==> src/cufu_pkg.sv <==
// shared types for the cholesky upper factor unit
package cufu_pkg;

    typedef enum logic [3:0] {
        ST_IDLE,
        ST_LDIV,
        ST_FSTART,
        ST_FRD,
        ST_FMUL,
        ST_FACC,
        ST_FRDA,
        ST_FDIFF,
        ST_FEVAL,
        ST_SQ,
        ST_PIVWR,
        ST_DIV,
        ST_INV,
        ST_OFFMUL,
        ST_OFFWR,
        ST_ORD
    } state_t;

    typedef enum logic {
        USRC_ROOT,
        USRC_OFF
    } u_src_t;

    typedef enum logic {
        MSEL_DOT,
        MSEL_OFF
    } mul_sel_t;

    typedef struct packed {
        logic     take_elem;
        logic     store_we;
        logic     store_re;
        logic     u_re;
        logic     u_we;
        u_src_t   u_src;
        logic     mul_en;
        mul_sel_t mul_sel;
        logic     acc_clr;
        logic     acc_add;
        logic     diff_load;
        logic     e_load;
        logic     sq_init;
        logic     sq_step;
        logic     div_init;
        logic     div_step;
        logic     inv_load;
        logic     out_load;
        logic     out_zero;
        logic     out_end;
        logic     out_flag;
    } cmd_t;

    typedef struct packed {
        logic diff_pos;
        logic out_busy;
    } status_t;

endpackage

==> src/cufu_ctrl.sv <==
// sequencer for loading, factorization and readout
module cufu_ctrl #(
    parameter int MAX_ORDER = 8,
    parameter int FRAC_BITS = 16
) (
    input  logic                   clk,
    input  logic                   rst_n,
    input  logic                   in_valid,
    output logic                   in_stall,
    input  logic                   is_last,
    input  logic                   cfg_valid,
    output logic                   cfg_ready,
    input  logic [3:0]             cfg_data,
    input  cufu_pkg::status_t      status,
    output cufu_pkg::cmd_t         cmd,
    output logic [((MAX_ORDER > 1) ? $clog2(MAX_ORDER * MAX_ORDER) : 1)-1:0] store_addr,
    output logic [((MAX_ORDER > 1) ? $clog2(MAX_ORDER * MAX_ORDER) : 1)-1:0] ua_addr,
    output logic [((MAX_ORDER > 1) ? $clog2(MAX_ORDER * MAX_ORDER) : 1)-1:0] ub_addr,
    output logic [((MAX_ORDER > 1) ? $clog2(MAX_ORDER) : 1)-1:0]             out_row,
    output logic [((MAX_ORDER > 1) ? $clog2(MAX_ORDER) : 1)-1:0]             out_col
);

    localparam int IW    = (MAX_ORDER > 1) ? $clog2(MAX_ORDER) : 1;
    localparam int AW    = (MAX_ORDER > 1) ? $clog2(MAX_ORDER * MAX_ORDER) : 1;
    localparam int NW    = $clog2(MAX_ORDER + 1);
    localparam int PW    = NW + 1;
    localparam int LW    = $clog2(MAX_ORDER * MAX_ORDER + 1);
    localparam int SQ    = (31 + FRAC_BITS + 1) / 2;
    localparam int QW    = 2 * FRAC_BITS + 1;
    localparam int ITMAX = (SQ > QW) ? SQ : QW;
    localparam int CW    = $clog2(ITMAX);

    cufu_pkg::state_t state_reg, state_next;
    logic [3:0]    cfg_reg, cfg_next;
    logic [LW-1:0] load_count_reg, load_count_next;
    logic [LW-1:0] rem_reg, rem_next;
    logic [IW-1:0] c_reg, c_next;
    logic          last_reg, last_next;
    logic [IW-1:0] i_reg, i_next;
    logic [IW-1:0] j_reg, j_next;
    logic [IW-1:0] k_reg, k_next;
    logic [IW-1:0] oi_reg, oi_next;
    logic [IW-1:0] oj_reg, oj_next;
    logic [CW-1:0] cnt_reg, cnt_next;
    logic          err_reg, err_next;
    logic [IW-1:0] err_row_reg, err_row_next;
    // marks that the factor word for the current readout position is in the read register
    logic          rd_pend_reg, rd_pend_next;

    logic [NW-1:0] n;
    logic [LW-1:0] nn;

    function automatic logic [AW-1:0] mk_addr(input logic [IW-1:0] a, input logic [IW-1:0] b);
        mk_addr = AW'(AW'(a) * AW'(MAX_ORDER)) + AW'(b);
    endfunction

    always_comb
    begin
        if (cfg_reg == 4'd0)
        begin
            n = NW'(1);
        end
        else if (32'(cfg_reg) > MAX_ORDER)
        begin
            n = NW'(MAX_ORDER);
        end
        else
        begin
            n = NW'(cfg_reg);
        end
        nn = LW'(n) * LW'(n);
    end

    assign cfg_ready   = 1'b1;
    assign in_stall    = (state_reg != cufu_pkg::ST_IDLE);
    assign out_row     = oi_reg;
    assign out_col     = oj_reg;

    always_ff @(posedge clk or negedge rst_n)
    begin
        if (!rst_n)
        begin
            state_reg      <= cufu_pkg::ST_IDLE;
            cfg_reg        <= 4'd8;
            load_count_reg <= '0;
            rem_reg        <= '0;
            c_reg          <= '0;
            last_reg       <= 1'b0;
            i_reg          <= '0;
            j_reg          <= '0;
            k_reg          <= '0;
            oi_reg         <= '0;
            oj_reg         <= '0;
            cnt_reg        <= '0;
            err_reg        <= 1'b0;
            err_row_reg    <= '0;
        end
        else
        begin
            state_reg      <= state_next;
            cfg_reg        <= cfg_next;
            load_count_reg <= load_count_next;
            rem_reg        <= rem_next;
            c_reg          <= c_next;
            last_reg       <= last_next;
            i_reg          <= i_next;
            j_reg          <= j_next;
            k_reg          <= k_next;
            oi_reg         <= oi_next;
            oj_reg         <= oj_next;
            cnt_reg        <= cnt_next;
            err_reg        <= err_next;
            err_row_reg    <= err_row_next;
        end
    end

    always_comb
    begin
        state_next      = state_reg;
        cfg_next        = cfg_reg;
        load_count_next = load_count_reg;
        rem_next        = rem_reg;
        c_next          = c_reg;
        last_next       = last_reg;
        i_next          = i_reg;
        j_next          = j_reg;
        k_next          = k_reg;
        oi_next         = oi_reg;
        oj_next         = oj_reg;
        cnt_next        = cnt_reg;
        err_next        = err_reg;
        err_row_next    = err_row_reg;
        cmd             = '0;
        cmd.u_src       = cufu_pkg::USRC_ROOT;
        cmd.mul_sel     = cufu_pkg::MSEL_DOT;
        cmd.out_flag    = err_reg;
        store_addr      = mk_addr(j_reg, i_reg);
        ua_addr         = mk_addr(k_reg, i_reg);
        ub_addr         = mk_addr(i_reg, j_reg);

        if (cfg_valid)
        begin
            cfg_next = cfg_data;
        end

        case (state_reg)
            cufu_pkg::ST_IDLE:
            begin
                if (in_valid)
                begin
                    cmd.take_elem = 1'b1;
                    last_next     = is_last;
                    if (load_count_reg < nn)
                    begin
                        rem_next   = load_count_reg;
                        c_next     = '0;
                        state_next = cufu_pkg::ST_LDIV;
                    end
                    else if (is_last)
                    begin
                        err_next   = 1'b0;
                        i_next     = '0;
                        j_next     = '0;
                        state_next = cufu_pkg::ST_FSTART;
                    end
                end
            end
            cufu_pkg::ST_LDIV:
            begin
                store_addr = mk_addr(c_reg, rem_reg[IW-1:0]);
                // position from the running count, one subtraction of n a cycle
                if (rem_reg >= LW'(n))
                begin
                    rem_next = rem_reg - LW'(n);
                    c_next   = c_reg + IW'(1);
                end
                else
                begin
                    cmd.store_we    = 1'b1;
                    load_count_next = load_count_reg + LW'(1);
                    if (last_reg)
                    begin
                        err_next   = 1'b0;
                        i_next     = '0;
                        j_next     = '0;
                        state_next = cufu_pkg::ST_FSTART;
                    end
                    else
                    begin
                        state_next = cufu_pkg::ST_IDLE;
                    end
                end
            end
            cufu_pkg::ST_FSTART:
            begin
                cmd.acc_clr = 1'b1;
                k_next      = '0;
                state_next  = (i_reg != '0) ? cufu_pkg::ST_FRD : cufu_pkg::ST_FRDA;
            end
            cufu_pkg::ST_FRD:
            begin
                ua_addr    = mk_addr(k_reg, i_reg);
                ub_addr    = mk_addr(k_reg, j_reg);
                cmd.u_re   = 1'b1;
                state_next = cufu_pkg::ST_FMUL;
            end
            cufu_pkg::ST_FMUL:
            begin
                cmd.mul_en  = 1'b1;
                cmd.mul_sel = cufu_pkg::MSEL_DOT;
                state_next  = cufu_pkg::ST_FACC;
            end
            cufu_pkg::ST_FACC:
            begin
                cmd.acc_add = 1'b1;
                k_next      = k_reg + IW'(1);
                if (((IW + 1)'(k_reg) + (IW + 1)'(1)) < (IW + 1)'(i_reg))
                begin
                    state_next = cufu_pkg::ST_FRD;
                end
                else
                begin
                    state_next = cufu_pkg::ST_FRDA;
                end
            end
            cufu_pkg::ST_FRDA:
            begin
                store_addr   = mk_addr(j_reg, i_reg);
                cmd.store_re = 1'b1;
                state_next   = cufu_pkg::ST_FDIFF;
            end
            cufu_pkg::ST_FDIFF:
            begin
                cmd.diff_load = 1'b1;
                state_next    = cufu_pkg::ST_FEVAL;
            end
            cufu_pkg::ST_FEVAL:
            begin
                if (i_reg == j_reg)
                begin
                    if (!status.diff_pos)
                    begin
                        err_next     = 1'b1;
                        err_row_next = i_reg;
                        oi_next      = '0;
                        oj_next      = '0;
                        state_next   = cufu_pkg::ST_ORD;
                    end
                    else
                    begin
                        cmd.sq_init = 1'b1;
                        cnt_next    = CW'(SQ - 1);
                        state_next  = cufu_pkg::ST_SQ;
                    end
                end
                else
                begin
                    cmd.e_load = 1'b1;
                    state_next = cufu_pkg::ST_OFFMUL;
                end
            end
            cufu_pkg::ST_SQ:
            begin
                cmd.sq_step = 1'b1;
                if (cnt_reg == '0)
                begin
                    state_next = cufu_pkg::ST_PIVWR;
                end
                else
                begin
                    cnt_next = cnt_reg - CW'(1);
                end
            end
            cufu_pkg::ST_PIVWR:
            begin
                ub_addr      = mk_addr(i_reg, i_reg);
                cmd.u_we     = 1'b1;
                cmd.u_src    = cufu_pkg::USRC_ROOT;
                cmd.div_init = 1'b1;
                cnt_next     = CW'(QW - 1);
                state_next   = cufu_pkg::ST_DIV;
            end
            cufu_pkg::ST_DIV:
            begin
                cmd.div_step = 1'b1;
                if (cnt_reg == '0)
                begin
                    state_next = cufu_pkg::ST_INV;
                end
                else
                begin
                    cnt_next = cnt_reg - CW'(1);
                end
            end
            cufu_pkg::ST_INV:
            begin
                cmd.inv_load = 1'b1;
                if ((PW'(i_reg) + PW'(1)) < PW'(n))
                begin
                    j_next     = i_reg + IW'(1);
                    state_next = cufu_pkg::ST_FSTART;
                end
                else
                begin
                    oi_next    = '0;
                    oj_next    = '0;
                    state_next = cufu_pkg::ST_ORD;
                end
            end
            cufu_pkg::ST_OFFMUL:
            begin
                cmd.mul_en  = 1'b1;
                cmd.mul_sel = cufu_pkg::MSEL_OFF;
                state_next  = cufu_pkg::ST_OFFWR;
            end
            cufu_pkg::ST_OFFWR:
            begin
                ub_addr    = mk_addr(i_reg, j_reg);
                cmd.u_we   = 1'b1;
                cmd.u_src  = cufu_pkg::USRC_OFF;
                state_next = cufu_pkg::ST_FSTART;
                if ((PW'(j_reg) + PW'(1)) < PW'(n))
                begin
                    j_next = j_reg + IW'(1);
                end
                else
                begin
                    // row done, next pivot sits on the diagonal
                    i_next = i_reg + IW'(1);
                    j_next = i_reg + IW'(1);
                end
            end
            cufu_pkg::ST_ORD:
            begin
                ua_addr = mk_addr(oi_reg, oj_reg);
                if (!status.out_busy)
                begin
                    cmd.u_re = 1'b1;
                end
            end
            default:
            begin
                state_next = cufu_pkg::ST_IDLE;
            end
        endcase

        // readout: a read in ORD is followed by the output load in the cycle after it
        if (state_reg == cufu_pkg::ST_ORD && !status.out_busy && rd_pend_reg)
        begin
            cmd.u_re     = 1'b0;
            cmd.out_load = 1'b1;
            cmd.out_zero = err_reg && (oi_reg >= err_row_reg);
            cmd.out_end  = ((PW'(oj_reg) + PW'(1)) == PW'(n)) && (oi_reg == oj_reg);
            if (oi_reg < oj_reg)
            begin
                oi_next = oi_reg + IW'(1);
            end
            else if ((PW'(oj_reg) + PW'(1)) < PW'(n))
            begin
                oi_next = '0;
                oj_next = oj_reg + IW'(1);
            end
            else
            begin
                load_count_next = '0;
                state_next      = cufu_pkg::ST_IDLE;
            end
        end
    end

    always_comb
    begin
        rd_pend_next = rd_pend_reg;
        if (state_reg == cufu_pkg::ST_ORD && !status.out_busy)
        begin
            rd_pend_next = !rd_pend_reg;
        end
        else if (state_reg != cufu_pkg::ST_ORD)
        begin
            rd_pend_next = 1'b0;
        end
    end

    always_ff @(posedge clk or negedge rst_n)
    begin
        if (!rst_n)
        begin
            rd_pend_reg <= 1'b0;
        end
        else
        begin
            rd_pend_reg <= rd_pend_next;
        end
    end

endmodule

==> config.mk <==
export PLATFORM = sky130hd
export DESIGN_NAME = cufu_ctrl
export DESIGN_NICKNAME = d
export VERILOG_FILES = /design/src/cufu_pkg.sv /design/src/cufu_ctrl.sv
export SDC_FILE = /design/constraint.sdc
export NUM_CORES = 1
export LEC_CHECK = 0
export BUFFER_PORTS_ARGS = -buffer_cell sky130_fd_sc_hd__buf_2
export CAP_MARGIN = 5
export CELL_PAD_IN_SITES_DETAIL_PLACEMENT = 1
export CELL_PAD_IN_SITES_GLOBAL_PLACEMENT = 1
export CORE_AREA = 2 2 100 102
export DETAILED_ROUTE_END_ITERATION = 8
export DIE_AREA = 0 0 102 104
export PLACE_DENSITY = 0.9
export REMOVE_ABC_BUFFERS = 1
export SLEW_MARGIN = 20
export SYNTH_ARGS = -nofsm -noshare
export SYNTH_HDL_FRONTEND = slang
export SYNTH_SLANG_ARGS = --single-unit
==> constraint.sdc <==
create_clock -name clk -period 4 [get_ports clk]
set_input_delay 0.8 -clock clk [delete_from_list [all_inputs] [get_ports clk]]
set_output_delay 0.8 -clock clk [all_outputs]
set_load 0.01 [all_outputs]
==> qor.csv <==
metric,value,unit
switching share of total power,0.4806,
worst vdd ir,0.0003140,V
DR iter-0 viols,130,
reg2reg end,j_reg[0],
full die area,0.01061,sq mm
total I/O pin count,58,
most common library cell in the layout ignoring fill and taps,sky130_fd_sc_hd__nand2_1,
area growth from synthesis to layout,12.88,%
most numerous cell on the critical path,sky130_fd_sc_hd__a211oi_2,
CTS tree,done,
insertion delay of the later-clocked pin in the worst-skew pair,320,ps
Yosys Warn Count,0,
Worst Tran Pin Value,1031,ps
origin of the worst min-delay path,rem_reg[3],
Max-Slew Margin vs Limit,0.3036,
Crit path max-delay family,compound AO/OA/AOI/OAI gates,
max-slew violation total from the final report,0,
residual DRC count,0,
worst setup skew after layout,26.25,ps
post-synthesis cell type count,66,
Most used DFF post-synth,sky130_fd_sc_hd__dfrtp_1,
required time of the critical path,4200,ps
cell type contributing the most total cell area after synthesis,sky130_fd_sc_hd__dfrtp_1,
peak per-stage delay on the critical path,490,ps
worst setup path start,cfg_reg[1],
max-capacitance violation count,0,
arrival time at the worst endpoint,3810,ps
sum of met2 wire segment lengths after detailed routing,6.617,mm
netlist area before placement,0.004089,sq mm
number of nets in the final layout,589,
max layer used,met4,
cell internal power dissipation,0.001651,W
ratio of final minimum period to clock period,0.9027,
number of rows created at floorplan,36,
"commonest cells after routing, fill and taps aside","59 x sky130_fd_sc_hd__nand2_1, 56 x sky130_fd_sc_hd__buf_2, 53 x sky130_fd_sc_hd__nor2_1",
Gate power share,0.542,
number of enable flip-flop cells after synthesis,0,
total number of clock tree sinks,52,
largest cells by area after synthesis,"sky130_fd_sc_hd__dfrtp_1 31%, sky130_fd_sc_hd__ha_1 13%, sky130_fd_sc_hd__nand2_1 5.4%, sky130_fd_sc_hd__nor2_1 4.9%, sky130_fd_sc_hd__o21ai_0 4.2%",
antenna violations before repair,0,
total via count in the routed design,3876,
PD cells,688.7,mW/mm^2
classification of the worst-slack hold path,reg -> reg,
Mapped Avg Cell Area,8.413,sq um
Synth Instances,486,
final core occ,0.4834,
number of antenna-violating nets in the routed design,0,
effective utilization at floorplan,0.4282,
Root Buffer,sky130_fd_sc_hd__clkbuf_8,
routed wire length,12.65,mm
result of the run,"finished, final reports clean",
TritonCTS buffer count,5,
final weighted congestion of routability-driven global placement,0.8525,
Critical path destination,j_reg[0],
Critical-path top delay cell,sky130_fd_sc_hd__fa_1,
critical path depth,14,
share of synthesized registers carrying an async set or reset,1.000,
crit path buf inv count,1,
global-route wire length before repair,20.69,mm
number of buffers inserted by port buffering,56,
final setup TNS,0,ps
number of buffers between clock root and the deepest sink,2,
die extent in x,102,um
clock group share of total power,0.138,
Seq pwr share,0.320,
standard cell core area,0.009549,sq mm
#FFs+latches synth,52,
post-detailed-route via-to-cell ratio,5.802,
number of fillers in the final layout,1191,
P_leak,2.209,nW
half-perimeter wire length of the detailed placement result,9.609,mm
number of iterations in the first detailed-routing pass,5,
number of global-route vias before repair,4100,
total routed wire length on the met1 layer,5.192,mm
smallest setup slack after layout,389.2,ps
sort of element at the end of the critical path,register,
overall die height,104,um
final setup violating endpoints,0,
setup repair after global routing missed its margin,no,
amount of wire on met3 after detailed routing,479,um
Post CTS Setup Buffer Count,0,
CP Cell Sequence,"nor2b_2, nand3_1, fa_1, inv_1, a21o_1, a21oi_1, xnor2_1, ha_1, nand4_1, nor2_1, a211oi_2, a211oi_2, o311ai_0, o2bb2ai_1",
Register-to-Register Path Depth,14,
fraction of synthesized cell area taken by the top area cell type,0.3121,
gr ovfl total,0,
Critical Setup Path Class,reg -> reg,
register clock-pin slew on the reported worst setup and hold paths,100,ps
number of endpoints with negative hold slack in the final report,0,
mean routed wirelength per cell,18.94,um
highest attainable clock frequency,276.9,MHz
maximum number of pins on one net before global-route repair,29,
maximum fanout along the worst path,6,
fraction of layout cells with a size suffix above 1,0.1794,
worst reg2reg path startpoint,cfg_reg[1],
time the worst path needs with I/O delays and setup,3611,ps
diode count,0,
portion of the post-synthesis area used by sequential elements,0.3185,
Register-to-Register Setup Slack,390,ps
number of levels the H-tree was split into,2,
startpoint type of the worst setup path,register,
reported net switching power,0.001528,W
pre-CTS WS,273.5,ps
Total Routing Usage GR,0.2472,
cells by family after synthesis:
| group | share of synthesized area |
|---|---|
| XOR/XNOR | 0.04284 |
| multiplexers | 0.04559 |
| AND/OR/NAND/NOR | 0.2142 |
| adder cells (fa/ha/maj) | 0.1353 |
| buffers and inverters | 0.05110 |
| other | 0.001837 |
| AO/OA/AOI/OAI | 0.1906 |
| flip-flops | 0.3185 |
power groups by stage:
stage	Combinational, W	Sequential, W	Clock (W)
floorplan	0.00118	0.000942	0
global placement	0.00158	0.00101	0
detailed placement	0.00170	0.00102	0
CTS	0.00172	0.00101	0.000443
global route	0.00193	0.00105	0.000466
finish	0.00172	0.00102	0.000438
through the flow:
step                hold slack (ps)  cells  power, W  area (sq um)
global placement              466.2    661  0.002586          4477
CTS                           502.9    668  0.003175          4606
floorplan                     449.8    467  0.002123          3993
global route                  531.4    668  0.003446          4616
finish                        497.7    668  0.003179          4616
detailed placement            479.6    661  0.002715          4477
cell type report:
cell class	instances	area, sq um	share of cell area
clock inverter	2	60.06	0.01301
timing repair buffer	61	317.8	0.06885
inverter	29	108.9	0.02358
multi-input combinational	386	2591	0.5614
tap	133	166.4	0.03605
sequential	52	1303	0.2822
clock buffer	5	68.82	0.01491
what timing repair did:
| item | CTS | global route |
|---|---|---|
| endpoints found under the hold margin | 0 | 0 |
| gates resized for setup | 0 | 2 |
| hold buffers | 0 | 0 |
| endpoints found under the setup margin | 0 | 10 |
synthesized netlist by cell type, drive strengths merged (6+ instances only):
master / count
nor2: 54
nand2: 60
a21oi: 31
nor3: 14
xor2: 18
nand4: 11
o21ai: 36
nand2b: 9
buf: 13
dfrtp: 51
mux2: 13
inv: 28
a31oi: 10
a21o: 7
ha: 41
a211oi: 6
clkbuf: 7
nand3: 9
and3: 7
layer usage:
layer | GRT usage | vias up
met1 | 0.3022 | 1939
met3 | 0.03091 | 22
li1 | - | 1811
met5 | 0 | -
met2 | 0.4408 | 104
met4 | 0.08286 | 0
worst register-to-register path, delay by kind of cell, from the launching register on:
family	cells	cell delay, ps
compound gates	6	1260
simple gates	4	810
fa+ha+maj	2	800
flops	1	410
xor+xnor	1	140
buf+inv	1	80
worst min-delay path by stage:
stage                     endpoint  cells after the start
floorplan           err_row_reg[1]                      2
global placement    err_row_reg[2]                      2
detailed placement  err_row_reg[0]                      2
CTS                     rem_reg[3]                      2
global route            rem_reg[3]                      2
finish                  rem_reg[3]                      2
(Power assumes the default switching activity.)
